--- src/rtl/swt3d_pkg.sv ---
// Types and constants for the three-device SPI word transmitter.
// Depends on nothing; used by spi_word_transmitter_three_devices_top.
`timescale 1ns / 1ps
`default_nettype none

package swt3d_pkg;

   localparam logic KIND_TICK  = 1'b0;
   localparam logic KIND_START = 1'b1;

   localparam logic [1:0] DEV_TX  = 2'd0;
   localparam logic [1:0] DEV_RX  = 2'd1;
   localparam logic [1:0] DEV_DAC = 2'd2;

   localparam int unsigned PIN_COUNT  = 9;
   localparam int unsigned BYTE_BITS  = 8;
   localparam logic [3:0]  BITS_START = 4'd8;

   // bit order: tx clock, data, latch, rx clock, data, latch, dac clock, data, sync
   localparam logic [PIN_COUNT-1:0] PINS_RESET = 9'h124;

   localparam logic [3:0] PIN_CLOCK = 4'd0;
   localparam logic [3:0] PIN_DATA  = 4'd1;
   localparam logic [3:0] PIN_FRAME = 4'd2;

   typedef enum logic [2:0] {
      PH_IDLE       = 3'd0,
      PH_BIT_FIRST  = 3'd1,
      PH_BIT_SECOND = 3'd2,
      PH_BYTE_END   = 3'd3,
      PH_FRAME_END  = 3'd4
   } phase_type;

   typedef struct packed {
      logic        kind;
      logic [1:0]  device;
      logic [31:0] word_data;
      logic [1:0]  byte_count_less_one;
   } req_type;

   typedef struct packed {
      logic tx_clock;
      logic tx_serial;
      logic tx_latch;
      logic rx_clock;
      logic rx_serial;
      logic rx_latch;
      logic dac_clock;
      logic dac_serial;
      logic dac_frame;
      logic busy_res;
      logic frame_done;
   } rsp_type;

endpackage

`default_nettype wire

--- src/rtl/spi_word_transmitter_three_devices_top.sv ---
// A response is registered, valid in the cycle after acceptance; one request per cycle
// while rsp_ready is high; the pin sequencer updates on every accepted request.
// A new request is taken while the response register drains in the same cycle.
// Reset: synchronous, active high; sequencer idle, frame lines high, clocks and data low.
// Top level of the SPI word transmitter; uses swt3d_pkg for types and constants.
`timescale 1ns / 1ps
`default_nettype none

module spi_word_transmitter_three_devices_top #(
   parameter int unsigned WORD_BITS = 32
) (
   input  wire                logic clock,
   input  wire                logic reset,
   input  wire                logic req_valid,
   output logic               req_ready,
   input  wire swt3d_pkg::req_type req_data,
   output logic               rsp_valid,
   input  wire                logic rsp_ready,
   output swt3d_pkg::rsp_type rsp_data
);

   localparam int unsigned KEEP_BITS = (WORD_BITS < 32) ? WORD_BITS : 32;

   swt3d_pkg::phase_type              phase_ff, phase_in;
   logic [1:0]                        target_ff, target_in;
   logic [KEEP_BITS-1:0]              shift_word_ff, shift_word_in;
   logic [1:0]                        bytes_left_ff, bytes_left_in;
   logic [3:0]                        bits_left_ff, bits_left_in;
   logic [swt3d_pkg::PIN_COUNT-1:0]   pins_ff, pins_in;
   logic                              done_in;
   logic                              rsp_valid_ff;
   swt3d_pkg::rsp_type                rsp_data_ff, rsp_data_in;
   logic                              req_fire;
   logic [31:0]                       word_pad;
   logic [3:0]                        pin_base;
   logic [3:0]                        start_base;
   logic [3:0]                        bits_dec;
   logic                              cur_bit;
   logic                              is_dac;

   assign req_ready = !rsp_valid_ff || rsp_ready;
   assign req_fire  = req_valid && req_ready;
   assign rsp_valid = rsp_valid_ff;
   assign rsp_data  = rsp_data_ff;

   assign word_pad   = 32'(shift_word_ff);
   assign pin_base   = 4'(target_ff) * 4'd3;
   assign start_base = 4'(req_data.device) * 4'd3;
   assign is_dac     = (target_ff == swt3d_pkg::DEV_DAC);
   assign bits_dec   = bits_left_ff - 4'd1;
   assign cur_bit    = (bits_left_ff == 4'd0 || bits_left_ff > swt3d_pkg::BITS_START) ? 1'b0 :
                       word_pad[{bytes_left_ff, bits_dec[2:0]}];

   always_comb begin
      phase_in      = phase_ff;
      target_in     = target_ff;
      shift_word_in = shift_word_ff;
      bytes_left_in = bytes_left_ff;
      bits_left_in  = bits_left_ff;
      pins_in       = pins_ff;
      done_in       = 1'b0;
      if (req_data.kind == swt3d_pkg::KIND_START) begin
         if (phase_ff == swt3d_pkg::PH_IDLE && req_data.device <= swt3d_pkg::DEV_DAC) begin
            target_in     = req_data.device;
            shift_word_in = req_data.word_data[KEEP_BITS-1:0];
            bytes_left_in = req_data.byte_count_less_one;
            bits_left_in  = swt3d_pkg::BITS_START;
            phase_in      = swt3d_pkg::PH_BIT_FIRST;
            pins_in[start_base + swt3d_pkg::PIN_FRAME] = 1'b0;
         end
      end else begin
         case (phase_ff)
            swt3d_pkg::PH_BIT_FIRST: begin
               pins_in[pin_base + swt3d_pkg::PIN_CLOCK] = is_dac;
               pins_in[pin_base + swt3d_pkg::PIN_DATA]  = cur_bit;
               phase_in = swt3d_pkg::PH_BIT_SECOND;
            end
            swt3d_pkg::PH_BIT_SECOND: begin
               pins_in[pin_base + swt3d_pkg::PIN_CLOCK] = !is_dac;
               bits_left_in = bits_dec;
               phase_in = (bits_dec == 4'd0) ? swt3d_pkg::PH_BYTE_END
                                             : swt3d_pkg::PH_BIT_FIRST;
            end
            swt3d_pkg::PH_BYTE_END: begin
               pins_in[pin_base + swt3d_pkg::PIN_DATA]  = 1'b0;
               pins_in[pin_base + swt3d_pkg::PIN_CLOCK] = 1'b0;
               if (bytes_left_ff == 2'd0) begin
                  phase_in = swt3d_pkg::PH_FRAME_END;
               end else begin
                  bytes_left_in = bytes_left_ff - 2'd1;
                  bits_left_in  = swt3d_pkg::BITS_START;
                  phase_in      = swt3d_pkg::PH_BIT_FIRST;
               end
            end
            swt3d_pkg::PH_FRAME_END: begin
               pins_in[pin_base + swt3d_pkg::PIN_FRAME] = 1'b1;
               done_in  = 1'b1;
               phase_in = swt3d_pkg::PH_IDLE;
            end
            default: begin
               phase_in = swt3d_pkg::PH_IDLE;
            end
         endcase
      end

      rsp_data_in.tx_clock   = pins_in[0];
      rsp_data_in.tx_serial  = pins_in[1];
      rsp_data_in.tx_latch   = pins_in[2];
      rsp_data_in.rx_clock   = pins_in[3];
      rsp_data_in.rx_serial  = pins_in[4];
      rsp_data_in.rx_latch   = pins_in[5];
      rsp_data_in.dac_clock  = pins_in[6];
      rsp_data_in.dac_serial = pins_in[7];
      rsp_data_in.dac_frame  = pins_in[8];
      rsp_data_in.busy_res   = (phase_in != swt3d_pkg::PH_IDLE);
      rsp_data_in.frame_done = done_in;
   end

   always_ff @(posedge clock) begin
      if (reset) begin
         phase_ff      <= swt3d_pkg::PH_IDLE;
         target_ff     <= 2'd0;
         shift_word_ff <= '0;
         bytes_left_ff <= 2'd0;
         bits_left_ff  <= 4'd0;
         pins_ff       <= swt3d_pkg::PINS_RESET;
         rsp_valid_ff  <= 1'b0;
      end else begin
         if (req_fire) begin
            phase_ff      <= phase_in;
            target_ff     <= target_in;
            shift_word_ff <= shift_word_in;
            bytes_left_ff <= bytes_left_in;
            bits_left_ff  <= bits_left_in;
            pins_ff       <= pins_in;
            rsp_valid_ff  <= 1'b1;
         end else if (rsp_ready) begin
            rsp_valid_ff  <= 1'b0;
         end
      end
   end

   always_ff @(posedge clock) begin
      if (req_fire) begin
         rsp_data_ff <= rsp_data_in;
      end
   end

   a_done_not_busy: assert property (@(posedge clock) disable iff (reset)
      (rsp_valid_ff && rsp_data_ff.frame_done) |-> !rsp_data_ff.busy_res)
      else $error("frame_done reported while still busy");

   a_frame_end_done: assert property (@(posedge clock) disable iff (reset)
      (req_fire && req_data.kind == swt3d_pkg::KIND_TICK &&
       phase_ff == swt3d_pkg::PH_FRAME_END) |=> (rsp_valid_ff && rsp_data_ff.frame_done))
      else $error("frame end tick did not report frame_done");

   a_idle_frames_high: assert property (@(posedge clock) disable iff (reset)
      (phase_ff == swt3d_pkg::PH_IDLE) |-> (pins_ff[2] && pins_ff[5] && pins_ff[8]))
      else $error("frame line low while idle");

   a_bits_range: assert property (@(posedge clock) disable iff (reset)
      (phase_ff != swt3d_pkg::PH_IDLE) |-> (bits_left_ff <= swt3d_pkg::BITS_START))
      else $error("bit counter out of range");

endmodule

`default_nettype wire
--- config.mk ---
export PLATFORM = sky130hd
export DESIGN_NAME = spi_word_transmitter_three_devices_top
export DESIGN_NICKNAME = d
export VERILOG_FILES = /design/src/rtl/swt3d_pkg.sv /design/src/rtl/spi_word_transmitter_three_devices_top.sv
export SDC_FILE = /design/constraint.sdc
export NUM_CORES = 1
export LEC_CHECK = 0
export ABC_CLOCK_PERIOD_IN_PS = 2700
export BUFFER_PORTS_ARGS = -buffer_cell sky130_fd_sc_hd__buf_2
export CORE_UTILIZATION = 31
export DETAILED_ROUTE_END_ITERATION = 6
export PLACE_DENSITY_LB_ADDON = 0.08
export SLEW_MARGIN = 20
export SYNTH_ARGS = -nofsm -noshare
export SYNTH_HDL_FRONTEND = slang
export SYNTH_SLANG_ARGS = --single-unit
export TNS_END_PERCENT = 10
--- constraint.sdc ---
create_clock -name clock -period 2.7 [get_ports clock]
set_clock_uncertainty 0.2 [all_clocks]
set_input_delay 0 -clock clock [delete_from_list [all_inputs] [get_ports clock]]
set_output_delay 0 -clock clock [all_outputs]
set_load 0.02 [all_outputs]
==> flow_summary.toml <==
[logic_synthesis]
synth_edf_count = 11
synth_seq_cells = 64
yosysWarningCount = 0
synth_flop_cell = "dfxtp_1"
synth_cells = 456
async_flop_share_pct = 0
synthesis.area_um2 = 3680
synth_nets = 508
yosysSeqAreaShare_pct = 37.8
synth_area_per_cell_um2 = 8.08
synth_cell_types = 55

[cells_and_area]
drive_gt1_share_pct = 20.2
n_antenna_cell = 0
areaGrowthSynthToFinish_pct = 33.5
nets = 601
fin_util_pct = 42.7

[worst_setup_path]
cp_top_family = "compound AO/OA/AOI/OAI gates"
worstSetupPathType = "reg2reg"
crit_path_end = "rsp_data[5]"
path_max_fanout = 13
critical-path-max-stage-delay_ns = 0.44
startpoint_type = "flip-flop"
cp.arrival_ns = 2.54
worstPathRequired_ns = 2.67
r2r-end = "rsp_data[5]"
reg2reg_slack_ns = 0.13
path_depth = 8
crit_path_end_kind = "flip-flop"
reg2reg_depth = 8
rr_startpoint = "target_ff[0]"
crit_buf_inv = 1
setup.worst_path.start = "target_ff[0]"
critical_path.slowest_cell = "dfxtp_1"
cp_cell_sequence = "inv_1, ha_1, a21bo_2, a311oi_1, nor4_1, nor3b_1, a21oi_2, o22ai_1"

[cts]
cts_tree = "built"
cts_root_buffer = "clkbuf_16"
h-tree-depth = 3
cts_buffer_depth = 2
numCtsBuffers = 9
clkTransAtPathRegs_ns = 0.06
cts_sinks = 64
clock_latency_ns = 0.33

[die]
core_um2 = 11500
fp-row-count = 39
start_util_pct = 32.0
fp.dieArea_um2 = 12300
io_pins = 54
die_h_um = 111
die_w_um = 111

[route]
drt-total-wl_mm = 11.0
dr_wl_met3_um = 503
met1_length_mm = 5.43
via_per_inst = 5.25
first_pass_iters = 5
top_layer = "met4"
post_drt_wl_per_cell_um = 15.8
ant_nets = 0
wl_met2_mm = 4.89
drc = 0
first_iter_violations = 308
vias = 3659

[grt]
grt_pass1_wl_mm = 18.1
grt.overflow.total = 0
grt_usage_pct = 18.8
grt_antenna_before_repair = 0
grt_max_degree = 34
grt_pass1_vias = 3433

[power_and_ir_drop]
power_density_nw_per_um2 = 554
leakage_uw = 0.00186
ir_drop_mv = 0.206
total_power_uw = 2730

[timing]
fin_crit_ns = 2.57
period_share_pct = 95.3
tightest_slew_ns = 0.678
maxSlewViolCount = 0
hold_viol = 0
setup_viol = 0
fmax_mhz = 389
relSlewSlack_pct = 54.8

[place]
routabilityCongestion = 0.852
dp_hpwl_mm = 7.45
numPortBuffers = 53

[min_path]
min_path_type = "in2reg"

[status]
status = "complete, no violations"

[flow_run]
drv_cap = 0
-- layer usage --
layer  vias to the layer above  GRT usage [%]
met4                         0           7.21
met3                        12           3.34
met1                      1694           26.3
met5                         -              0
met2                       124           28.5
li1                       1829              -
-- flip-flops by register name, summed over array words and instances (netlist names) --
name           count
bits_left_ff       4
bytes_left_ff      2
phase_ff           3
pins_ff            9
rsp_data          11
rsp_valid          1
shift_word_ff     32
target_ff          2
-- stage by stage --
step / hold WS, ns / setup TNS [ns] / cell area (um^2) / cells / worst slack (ns)
3_3_place_gp: 0.0415 / 0 / 4180 / 641 / 0.0205
4_1_cts: 0.000277 / 0 / 4900 / 697 / 0.0119
5_1_grt: 0.0342 / -0.0297 / 4920 / 697 / -0.0282
3_5_place_dp: 0.0466 / -0.112 / 4180 / 641 / -0.0883
2_1_floorplan: -0.0705 / 0 / 3680 / 456 / 0.0192
6_report: 0.00196 / 0 / 4920 / 697 / 0.127
-- worst min-delay path by stage --
stage | from | slack (ns) | endpoint | cells after the start
after global placement | req_data[19] | 0.04 | shift_word_ff[17] | 3
final | reset | 0.002 | bits_left_ff[0] | 2
after CTS | req_data[36] | 0.0003 | rsp_data[0] | 2
after detailed placement | req_data[11] | 0.05 | shift_word_ff[9] | 3
after global routing | req_data[36] | 0.03 | rsp_data[0] | 2
after floorplan | req_valid | -0.07 | rsp_valid | 2
-- layout by cell type (no fill, tap or decap), types with 5 or more instances in the layout --
master / count
mux4_1: 6
edfxtp_1: 11
o21a_1: 7
a31oi_1: 6
a21oi_1: 59
dfxtp_1: 53
nand2b_1: 7
o21ai_0: 25
nor2_1: 32
buf_4: 21
nand2_1: 100
a311oi_1: 5
ha_1: 10
buf_2: 53
nand4_1: 8
inv_1: 13
nor3_1: 16
dlygate4sd3_1: 37
clkbuf_16: 10
-- Yosys cell counts (2+ instances only) --
cell type,number,area [um^2]
buf_6,2,22.5
nand3b_1,2,15.0
a221oi_1,2,17.5
a21oi_1,60,300
o211ai_1,4,30.0
edfxtp_1,11,330
a22oi_1,3,22.5
nand2b_1,7,43.8
a21bo_2,2,20.0
nand3_1,3,15.0
ha_1,11,138
dfxtp_1,53,1060
o21ai_0,25,125
o22ai_1,2,12.5
mux4_1,6,158
nand4_1,8,50.1
mux2i_1,3,30.0
nor2_1,33,124
o2111ai_1,2,17.5
or3_1,3,18.8
o21a_1,7,52.6
nor3b_1,3,22.5
buf_2,3,15.0
nor2b_1,2,12.5
mux4_2,2,45.0
inv_1,13,48.8
o31a_1,2,17.5
clkbuf_1,27,101
a31oi_1,6,37.5
a211oi_1,3,22.5
a311oi_1,5,43.8
and3_1,2,12.5
mux2_2,3,33.8
nor3_1,16,80.1
nand2_1,100,375
-- what timing repair did --
action	4_1_cts	5_1_grt
cloned	1	0
buffers inserted	2	0
hold endpoints to repair	36	0
setup endpoints to repair	10	15
pin swaps	1	0
hold buffers	37	0
resized for setup	2	3
-- kinds of logic (layout without fill, tap and decap cells) --
kind of cell	after synthesis	after routing	share of synthesized area [%]
muxes	15	15	7.64
and+or+nand+nor	183	183	21.9
adders and majority gates	11	11	3.74
xor gates and xnor gates	3	3	0.917
buffers and inverters	46	143	5.20
AOI/OAI and AO/OA	134	135	22.8
DFF	64	64	37.8
-- where the power goes --
part           total (uW)  internal [uW]  switching [uW]
registers            1050           1020            30.3
logic                 453            198             254
clock network        1220            772             447
-- area by class of cell --
type | count | area [um^2]
sequential | 64 | 1390
tap | 143 | 179
clock buffer | 10 | 250
multi-input combinational | 347 | 2140
clock inverter | 6 | 63.8
timing repair buffer | 114 | 845
inverter | 13 | 48.8
fill | 1208 | 6600
No activity file was read; power rests on OpenSTA's default activity.
